===== src/abt_pkg.sv =====
// ----------------------------------------------------------------------------
// abt_pkg
// Shared types and constants of the averaged brightness block.
// ----------------------------------------------------------------------------
package abt_pkg;

    localparam int unsigned BRIGHT_W = 8;
    localparam int unsigned WAKE_W   = 12;
    localparam int unsigned IDLE_W   = 10;
    localparam int unsigned CFG_W    = 12;
    localparam int unsigned CIDX_W   = 2;

    localparam logic [IDLE_W-1:0] IDLE_MAX = '1;

    localparam logic [CIDX_W-1:0] REG_OUT_LOW   = 2'd0;
    localparam logic [CIDX_W-1:0] REG_OUT_HIGH  = 2'd1;
    localparam logic [CIDX_W-1:0] REG_TIMEOUT   = 2'd2;
    localparam logic [CIDX_W-1:0] REG_WAKE_LVL  = 2'd3;

    localparam logic [BRIGHT_W-1:0] RST_OUT_LOW  = 8'd5;
    localparam logic [BRIGHT_W-1:0] RST_OUT_HIGH = 8'd150;
    localparam logic [IDLE_W-1:0]   RST_TIMEOUT  = 10'd750;
    localparam logic [WAKE_W-1:0]   RST_WAKE_LVL = 12'd4095;

    typedef struct packed {
        logic                shift;
        logic [BRIGHT_W-1:0] data;
    } t_win_in;

endpackage


===== src/averaged_brightness_with_timeout.sv =====
// ----------------------------------------------------------------------------
// averaged_brightness_with_timeout
// Scales a level sample, averages it over a window of cells and forces the
// result to zero after a run of ticks without a wake match.
// Throughput: one item per cycle while i_stall does not hold the output; each
// of the four stages moves on its own, and an item passes stages 1 to 4 in order.
// Reset: synchronous, clears the window cells, sum, idle counter and valids,
// and loads the register defaults; no clearing pass.
// ----------------------------------------------------------------------------
module averaged_brightness_with_timeout #(
    parameter int unsigned WINDOW      = 100,
    parameter int unsigned SAMPLE_BITS = 12
) (
    input  logic                          i_clk,
    input  logic                          i_rst_n,
    input  logic                          i_cfg_wr_en,
    input  logic [abt_pkg::CIDX_W-1:0]    i_cfg_idx,
    input  logic [abt_pkg::CFG_W-1:0]     i_cfg_data,
    input  logic                          i_valid,
    output logic                          o_stall,
    input  logic [SAMPLE_BITS-1:0]        i_level_sample,
    input  logic [abt_pkg::WAKE_W-1:0]    i_wake_sample,
    output logic                          o_valid,
    input  logic                          i_stall,
    output logic [abt_pkg::BRIGHT_W-1:0]  o_brightness
);

    localparam int unsigned BW      = abt_pkg::BRIGHT_W;
    localparam int unsigned IW      = abt_pkg::IDLE_W;
    localparam int unsigned PROD_W  = SAMPLE_BITS + BW;
    localparam int unsigned TOTAL_W = $clog2(WINDOW * 255 + 1);
    localparam int unsigned DIV_L   = $clog2(WINDOW);
    localparam int unsigned DIV_S   = TOTAL_W + DIV_L;
    localparam logic [TOTAL_W:0] DIV_M =
        (TOTAL_W+1)'(((64'd1 << DIV_S) + 64'(WINDOW) - 64'd1) / 64'(WINDOW));
    localparam int unsigned AVG_W   = 2 * TOTAL_W + 1;

    // configuration
    logic [BW-1:0]                  r_out_low;
    logic [BW-1:0]                  r_out_high;
    logic [IW-1:0]                  r_timeout;
    logic [abt_pkg::WAKE_W-1:0]     r_wake_lvl;

    always_ff @(posedge i_clk) begin
        if (!i_rst_n) begin
            r_out_low  <= abt_pkg::RST_OUT_LOW;
            r_out_high <= abt_pkg::RST_OUT_HIGH;
            r_timeout  <= abt_pkg::RST_TIMEOUT;
            r_wake_lvl <= abt_pkg::RST_WAKE_LVL;
        end else if (i_cfg_wr_en) begin
            case (i_cfg_idx)
                abt_pkg::REG_OUT_LOW:  r_out_low  <= i_cfg_data[BW-1:0];
                abt_pkg::REG_OUT_HIGH: r_out_high <= i_cfg_data[BW-1:0];
                abt_pkg::REG_TIMEOUT:  r_timeout  <= i_cfg_data[IW-1:0];
                abt_pkg::REG_WAKE_LVL: r_wake_lvl <= i_cfg_data;
                default: ;
            endcase
        end
    end

    // stage handshake
    logic r_v1, r_v2, r_v3, r_v4;
    logic w_rdy1, w_rdy2, w_rdy3, w_rdy4;
    logic w_en2, w_en3, w_en4;

    assign w_rdy4 = !r_v4 || !i_stall;
    assign w_rdy3 = !r_v3 || w_rdy4;
    assign w_rdy2 = !r_v2 || w_rdy3;
    assign w_rdy1 = !r_v1 || w_rdy2;
    assign w_en2  = r_v1 && w_rdy2;
    assign w_en3  = r_v2 && w_rdy3;
    assign w_en4  = r_v3 && w_rdy4;
    assign o_stall = !w_rdy1;
    assign o_valid = r_v4;

    always_ff @(posedge i_clk) begin
        if (!i_rst_n) begin
            r_v1 <= 1'b0;
            r_v2 <= 1'b0;
            r_v3 <= 1'b0;
            r_v4 <= 1'b0;
        end else begin
            if (w_rdy1) r_v1 <= i_valid;
            if (w_rdy2) r_v2 <= r_v1;
            if (w_rdy3) r_v3 <= r_v2;
            if (w_rdy4) r_v4 <= r_v3;
        end
    end

    // stage 1: span product and wake compare
    logic [BW-1:0]     w_span;
    logic [PROD_W-1:0] r_s1_prod;
    logic              r_s1_wake;

    assign w_span = (r_out_high > r_out_low) ? (r_out_high - r_out_low) : '0;

    always_ff @(posedge i_clk) begin
        if (i_valid && w_rdy1) begin
            r_s1_prod <= PROD_W'(i_level_sample) * PROD_W'(w_span);
            r_s1_wake <= (i_wake_sample == r_wake_lvl);
        end
    end

    // stage 2: divide by 2^n-1, window update, idle counter
    logic [PROD_W:0]    w_q_sum;
    logic [BW-1:0]      w_scaled;
    abt_pkg::t_win_in   w_win;
    logic [TOTAL_W-1:0] w_total_next;
    logic [IW-1:0]      r_idle;
    logic [IW-1:0]      n_idle;
    logic [IW-1:0]      w_idle_base;
    logic               w_zero;
    logic [TOTAL_W-1:0] r_s2_total;
    logic               r_s2_zero;

    assign w_q_sum  = {1'b0, r_s1_prod} + (PROD_W+1)'(r_s1_prod >> SAMPLE_BITS)
                      + (PROD_W+1)'(1);
    assign w_scaled = r_out_low + BW'(w_q_sum >> SAMPLE_BITS);

    assign w_win.shift = w_en2;
    assign w_win.data  = w_scaled;

    abt_window #(
        .WINDOW  (WINDOW),
        .TOTAL_W (TOTAL_W)
    ) u_window (
        .i_clk        (i_clk),
        .i_rst_n      (i_rst_n),
        .i_win        (w_win),
        .o_total_next (w_total_next)
    );

    always_comb begin
        w_idle_base = r_s1_wake ? '0 : r_idle;
        w_zero      = (w_idle_base >= r_timeout);
        if (w_zero) begin
            w_idle_base = r_timeout;
        end
        n_idle = (w_idle_base < abt_pkg::IDLE_MAX) ? w_idle_base + IW'(1) : w_idle_base;
    end

    always_ff @(posedge i_clk) begin
        if (!i_rst_n) begin
            r_idle <= '0;
        end else if (w_en2) begin
            r_idle <= n_idle;
        end
    end

    always_ff @(posedge i_clk) begin
        if (w_en2) begin
            r_s2_total <= w_total_next;
            r_s2_zero  <= w_zero;
        end
    end

    // stage 3: reciprocal multiply for the window average
    logic [AVG_W-1:0] r_s3_prod;
    logic             r_s3_zero;

    always_ff @(posedge i_clk) begin
        if (w_en3) begin
            r_s3_prod <= AVG_W'(r_s2_total) * AVG_W'(DIV_M);
            r_s3_zero <= r_s2_zero;
        end
    end

    // stage 4: output register
    logic [BW-1:0] r_out;

    always_ff @(posedge i_clk) begin
        if (w_en4) begin
            r_out <= r_s3_zero ? '0 : r_s3_prod[DIV_S +: BW];
        end
    end

    assign o_brightness = r_out;

`ifndef ASSERT_OFF
    a_zero_out: assert property (@(posedge i_clk) disable iff (!i_rst_n)
        (w_en4 && r_s3_zero) |=> (o_brightness == '0))
        else $error("timed-out item not forced to zero");

    a_no_stall_empty: assert property (@(posedge i_clk) disable iff (!i_rst_n)
        !r_v1 |-> !o_stall)
        else $error("input stalled with empty first stage");

    a_out_loaded: assert property (@(posedge i_clk) disable iff (!i_rst_n)
        w_en4 |=> o_valid)
        else $error("output stage lost an item");

    a_idle_clamp: assert property (@(posedge i_clk) disable iff (!i_rst_n)
        (w_en2 && w_zero) |=> (r_idle == $past(n_idle)))
        else $error("idle counter not clamped");
`endif

endmodule


===== src/abt_cell.sv =====
// ----------------------------------------------------------------------------
// abt_cell
// One window cell: holds a scaled sample and passes it on at each shift.
// ----------------------------------------------------------------------------
module abt_cell (
    input  logic                          i_clk,
    input  logic                          i_rst_n,
    input  logic                          i_shift,
    input  logic [abt_pkg::BRIGHT_W-1:0]  i_d,
    output logic [abt_pkg::BRIGHT_W-1:0]  o_q
);

    logic [abt_pkg::BRIGHT_W-1:0] r_q;

    always_ff @(posedge i_clk) begin
        if (!i_rst_n) begin
            r_q <= '0;
        end else if (i_shift) begin
            r_q <= i_d;
        end
    end

    assign o_q = r_q;

endmodule


===== src/abt_window.sv =====
// ----------------------------------------------------------------------------
// abt_window
// Chain of window cells plus the running sum over all cells.
// ----------------------------------------------------------------------------
module abt_window #(
    parameter int unsigned WINDOW  = 100,
    parameter int unsigned TOTAL_W = 15
) (
    input  logic                 i_clk,
    input  logic                 i_rst_n,
    input  abt_pkg::t_win_in     i_win,
    output logic [TOTAL_W-1:0]   o_total_next
);

    localparam logic [TOTAL_W-1:0] MAX_TOTAL = TOTAL_W'(WINDOW * 255);

    logic [abt_pkg::BRIGHT_W-1:0] w_tap [WINDOW+1];
    logic [TOTAL_W-1:0]           r_total;
    logic [TOTAL_W-1:0]           n_total;

    assign w_tap[0] = i_win.data;

    for (genvar k = 0; k < WINDOW; k++) begin : g_cell
        abt_cell u_cell (
            .i_clk   (i_clk),
            .i_rst_n (i_rst_n),
            .i_shift (i_win.shift),
            .i_d     (w_tap[k]),
            .o_q     (w_tap[k+1])
        );
    end

    // oldest entry leaves, new one enters
    assign n_total = r_total + TOTAL_W'(i_win.data) - TOTAL_W'(w_tap[WINDOW]);

    always_ff @(posedge i_clk) begin
        if (!i_rst_n) begin
            r_total <= '0;
        end else if (i_win.shift) begin
            r_total <= n_total;
        end
    end

    assign o_total_next = n_total;

`ifndef ASSERT_OFF
    a_total_range: assert property (@(posedge i_clk) disable iff (!i_rst_n)
        r_total <= MAX_TOTAL)
        else $error("window sum out of range");

    a_total_same: assert property (@(posedge i_clk) disable iff (!i_rst_n)
        (i_win.shift && i_win.data == w_tap[WINDOW]) |=> $stable(r_total))
        else $error("window sum moved on equal swap");

    a_total_reset: assert property (@(posedge i_clk)
        $past(!i_rst_n) |-> (r_total == '0))
        else $error("window sum not cleared");
`endif

endmodule

===== config.mk =====
export PLATFORM = sky130hd
export DESIGN_NAME = averaged_brightness_with_timeout
export DESIGN_NICKNAME = d
export VERILOG_FILES = /design/src/abt_pkg.sv /design/src/averaged_brightness_with_timeout.sv /design/src/abt_cell.sv /design/src/abt_window.sv
export SDC_FILE = /design/constraint.sdc
export NUM_CORES = 2
export LEC_CHECK = 0
export BUFFER_PORTS_ARGS = -buffer_cell sky130_fd_sc_hd__buf_4
export CAP_MARGIN = 20
export CORE_MARGIN = 10
export CORE_UTILIZATION = 46
export DETAILED_ROUTE_END_ITERATION = 16
export GPL_ROUTABILITY_DRIVEN = 0
export PLACE_DENSITY = 0.61
export REMOVE_ABC_BUFFERS = 1
export SYNTH_ARGS = -nofsm -noshare
export SYNTH_HDL_FRONTEND = slang
export SYNTH_SLANG_ARGS = --single-unit

===== constraint.sdc =====
create_clock -name i_clk -period 6.25 [get_ports i_clk]
set_input_delay 0.3125 -clock i_clk [delete_from_list [all_inputs] [get_ports i_clk]]
set_output_delay 0.3125 -clock i_clk [all_outputs]
set_load 0.02 [all_outputs]

; After elaboration in Yosys (flattened, before gate mapping)
; Cells that the tools add are included.
[totals]
output_inout_bits = 10
elab_cells = 156
reg_bits = 940
inputBits = 43
[op_classes]
n_mux = 4
mul = 2
reduce_logical = 19
n_eq_ne = 4
n_addsub = 7
order_cmp = 3
[op_table]
columns = cell, n
row1 = $mux 10, 3
row2 = $mul 15x13->27 const B, 1
row3 = $add 20x1->20 const B, 1
row4 = $add 20x8->20, 1
row5 = $mul 12x8->20, 1
row6 = $add 15x8->15, 1
row7 = $sub 15x8->15, 1
row8 = $eq 12x12->1, 1
row9 = $add 10x1->10 const B, 1
row10 = $ge 10x10->1, 1
row11 = $lt 10x10->1 const B, 1
row12 = $add 8x8->8, 1
row13 = $gt 8x8->1, 1
row14 = $mux 8, 1
row15 = $reduce_and 2->1, 4
row16 = $sub 8x8->8, 1
row17 = $logic_not 1->1, 6
row18 = $eq 2x2->1 const B, 2
row19 = $logic_and 1x1->1, 4
row20 = $logic_or 1x1->1, 4
row21 = $eq 2x1->1 const B, 1
row22 = $logic_not 2->1, 1

; Longest topological paths before layout
[logic_depth]
ltp_word = 6
mapped_depth = 28
mapped_depth_nobuf = 27

; Hierarchy
; From an unflattened synthesis, not the netlist that was laid out.
[unflattened]
hier_cells = 3939
hier_area_um2 = 43636.9
[modules_own_cells]
columns = module, seq_area_each_um2, cells_per_inst, instances, area_each_um2
row1 = abt_cell, 160.2, 25, 100, 301.5
row2 = averaged_brightness_with_timeout, 2662.6, 1238, 1, 11872.6
row3 = abt_window, 300.3, 201, 1, 1610.3

; Worst setup path before layout
; OpenSTA, ideal clock, no wires.
[synth_timing]
path_kind = register to register
from = reg r_out_high[0]
to = reg r_s1_prod[19] (data pin)
arrival_time_ps = 5919
t_required_ps = 5984
path_buffers = 1
period_less_slack_ps = 6184
setup_ps = 266
slack_ps = 66
stages_incl_launch_ff = 26
cell_sequence = dfxtp_1 -> inv_1 -> ha_1 -> fa_1 -> nor2b_1 -> o21ai_1 -> a21boi_1 -> o21ai_1 -> a21boi_1 -> o21ai_2 -> a21o_1 -> buf_2 -> nor4b_1 -> fa_1 -> fa_1 -> fa_1 -> inv_1 -> fa_1 -> inv_1 -> ha_1 -> nand2_1 -> o21a_1 -> a311o_1 -> a31oi_1 -> and4_1 -> nor3_1
[synth_via]
elab_chain_cells = 3
elab_cells_between_ends = 4
cone_classes = add/sub (1) / mul (1) / order compare (1) / mux (1)
[synth_rtl]
columns = element, line_no
row1 = "start, declared", averaged_brightness_with_timeout.sv:40  ; logic [BW-1:0] r_out_high;
row2 = "start signal, assigned", averaged_brightness_with_timeout.sv:47  ; r_out_high <= abt_pkg::RST_OUT_HIGH;
row3 = "start signal, assigned", averaged_brightness_with_timeout.sv:53  ; abt_pkg::REG_OUT_HIGH: r_out_high <= i_cfg_data[BW-1:0];
row4 = $sub 8x8->8 or $gt 8x8->1 (tied branches), averaged_brightness_with_timeout.sv:95  ; assign w_span = (r_out_high > r_out_low) ? (r_out_high - r_out_low) : '0;
row5 = $mux 8 (*), averaged_brightness_with_timeout.sv:95
row6 = $mul 12x8->20 (*), averaged_brightness_with_timeout.sv:99  ; r_s1_prod <= PROD_W'(i_level_sample) * PROD_W'(w_span);
row7 = "end signal, assigned", averaged_brightness_with_timeout.sv:99
row8 = "end, declared", averaged_brightness_with_timeout.sv:92  ; logic [PROD_W-1:0] r_s1_prod;
; Mark *: on every way between the ends. The rest lies on a longest branch, timed or not.
; A chain may end at the register's enable or synchronous reset.

; Worst setup path after layout
; Ends and elaborated chain as after synthesis.

==> impl_metrics.toml <==
[status]
outcome = "complete, no violations"

[final_layout]
final_cell_mix = "nand2_1 (1727), dfxtp_1 (866), a21boi_0 (819)"
multi_input_area_um2 = 21600
diodes = 0
seqCellArea_um2 = 19000
fin_area_um2 = 47600
final_util_pct = 52.0
mostFrequentLayoutCell = "nand2_1"
drive_gt1_share_pct = 7.60
nFillCells = 8527
nets = 5193
syn_to_final_growth_pct = 12.4

[hold_path]
hold_class = "in -> reg"
hp-start = "i_cfg_idx[0]"
hold_end = "r_timeout[0]$_SDFFE_PN0P_"
whs_path_depth = 4

[power]
ir_drop_v = 0.000823
powerDensity_nw_per_um2 = 577
p_leak_nw = 17.2
switching_share_pct = 39.0
pwr-share-comb_pct = 54.2
total_power_mw = 27.5
p_switching_mw = 10.7
p_int_mw = 16.8
p_seq_share_pct = 24.9
clkPwrFrac_pct = 20.9

[routing]
wl_um = 77000
routedWlPerCell_um = 12.6
vias_per_cell = 4.92
drc_errors = 0
vias = 30000
antenna_left = 0
firstDrtPassIters = 5
drt-initial-drc-count = 1917

[yosys]
ys.flop_type = "dfxtp_1"
netlist-cell-type-count = 63
async_reset_ff_share_pct = 0
synth_edf_count = 54
syn_area_um2 = 42400
synthCells = 4878
ys_seq_elements = 921
seq_area_frac_synth_pct = 44.8
avgSynthCellArea_um2 = 8.69
yosys_warnings = 0

[cts]
clk_pin_slew_worst_paths_ns = 0.06
cts-root-buf = "clkbuf_16"
cts_tree = "yes"
ctsHtreeMaxLevel = 3
clock-sinks = 921
insertion_delay_ns = 0.66
clock_path_buffers = 3
cts_made_buffers = 96

[die]
die_y_um = 323
row_count = 111
start_util_pct = 46.3
die_x_um = 323
dieArea_um2 = 105000
coreArea_um2 = 91500
ios = 53

[run]
maxCapViolCount = 0

[timing]
max_slew_margin_pct = 18.0
setup_violations = 0
worst_pin_slew_ns = 1.23
final-hold-violation-count = 0
fin_crit_sh_pct = 98.0
rsz0062_at_grt = "true"
drv_slew = 0
clock_skew_ns = 0.0364
fin_setup_tns_ns = 0
clock.fmax_ghz = 0.163
period_needed_ns = 6.12

[global_route]
grt_overflow = 0
grt_pass1_vias = 27900
grt.total_usage_pct = 14.5
grt_pass1_wl_um = 133000
grt_max_degree = 246
antenna_found_initial = 2

[critical_path]
ff2ff_path_depth = 26
slowest_stage = "or4_4"
r2r_start = "r_out_high[0]$_SDFFE_PN0P_"
crit_start = "r_out_high[0]$_SDFFE_PN0P_"
worstSetupStartpointType = "register"
required_ns = 6.63
r2r_setup_slack_ns = 0.13
cp.arrival_ns = 6.50
endpoint_kind = "register"
max_stage_delay_ns = 0.55
reg2reg_to = "r_s1_prod[19]$_DFFE_PP_"
crit_fanout = 3
crit_type = "reg -> reg"

[place]
dpl_cell_area_um2 = 43700
dpl.hpwl_um = 46500
io_buffer_count = 52
## stage by stage
stage	setup WS (ns)	hold slack, ns	instances
after global routing	-0.129	0.0920	6092
after CTS	0.000113	0.0680	6079
final	0.127	0.0643	6092
after floorplan	-52.70	0.374	4583
after detailed placement	-0.125	0.455	5885
after global placement	-0.116	0.448	5885
## per-layer routing
layer | vias to the layer above | track usage (%) | wire [um]
li1 | 15600 | - | -
met1 | 14000 | 20.7 | 39000
met2 | 280 | 22.8 | 34200
met3 | 93 | 2.16 | 2430
met4 | 0 | 4.07 | 1320
met5 | - | 0 | 0
## how the worst max path moves through the flow
| stage | depth (start not counted) | to | slack, ns |
|---|---|---|---|
| final | 26 | r_s1_prod[19]$_DFFE_PP_ | 0.13 |
| after CTS | 27 | r_s1_prod[18]$_DFFE_PP_ | 0.0001 |
| after floorplan | 6 | u_window.r_total[13]$_SDFFE_PN0P_ | -52.70 |
| after detailed placement | 26 | r_s1_prod[18]$_DFFE_PP_ | -0.13 |
| after global placement | 26 | r_s1_prod[18]$_DFFE_PP_ | -0.12 |
| after global routing | 29 | r_s1_prod[19]$_DFFE_PP_ | -0.13 |
## flip-flops by register name, summed over array words and instances (netlist names)
| signal | flops |
|---|---|
| u_window.g_cell.u_cell.o_q | 800 |
| r_s1_prod | 20 |
| r_s2_total | 15 |
| u_window.r_total | 15 |
| r_wake_lvl | 12 |
| r_idle | 10 |
| r_timeout | 10 |
| o_brightness | 8 |
| r_out_high | 8 |
| r_out_low | 8 |
| r_s3_prod | 8 |
| o_valid | 1 |
| r_s1_wake | 1 |
| r_s2_zero | 1 |
| r_s3_zero | 1 |
| r_v1 | 1 |
| r_v2 | 1 |
| r_v3 | 1 |
## critical path: cells and delay by family (launching register included)
family | cells | cell delay [ns]
buf+inv | 5 | 0.27
flops | 1 | 0.33
simple gates | 5 | 1.15
fa+ha+maj | 7 | 2.69
compound gates | 9 | 1.40
## cell type report
class,count,area share (%)
multi-input cells,3403,45.3
clock buffers,150,6.26
repair buffers,145,2.74
flip-flops and latches,921,39.9
clock inverters,28,0.652
inverters,259,2.06
well taps,1186,3.12
## Yosys cell counts, types with 24 or more instances
cell type,number,share of area [%]
ha_1,186,5.5
nor2_1,38,0.34
buf_2,65,0.77
xnor2_1,61,1.3
edfxtp_1,54,3.8
a21boi_0,822,15
nor3_1,32,0.38
nor2b_1,35,0.52
nand3_1,44,0.52
o21ai_0,24,0.28
and2_1,51,0.75
clkbuf_1,216,1.9
inv_1,258,2.3
nand2_1,1731,15
fa_1,138,6.5
a21oi_1,47,0.56
dfxtp_1,867,41
## repair_timing
| item | 4_1_cts | 5_1_grt |
|---|---|---|
| endpoints found under the hold margin | 40 | 0 |
| cloned | 0 | 1 |
| hold buffers | 14 | 0 |
| buffers inserted | 2 | 12 |
| resized for setup | 11 | 75 |
| pin swaps | 5 | 68 |
| endpoints found under the setup margin | 5 | 18 |
## power groups by stage
stage	registers (mW)	logic (mW)	clock network (mW)
after CTS	6.85	14.8	5.95
after floorplan	6.90	11.1	0
final	6.84	14.9	5.75
after detailed placement	6.98	14.6	0
after global routing	6.87	17.5	6.20
after global placement	6.97	14.4	0
## cells by family (layout without fill, tap and decap cells)
family	count (synthesis)	count (layout)	share of synthesized area [%]
xor gates and xnor gates	75	75	1.55
and+or+nand+nor	2007	2007	19.1
buffers and inverters	554	582	5.14
AOI/OAI and AO/OA	994	994	17.3
adders and majority gates	324	324	12.0
muxes	3	3	0.0709
DFF	921	921	44.8
Note: power is estimated with default switching activity, not from simulation.
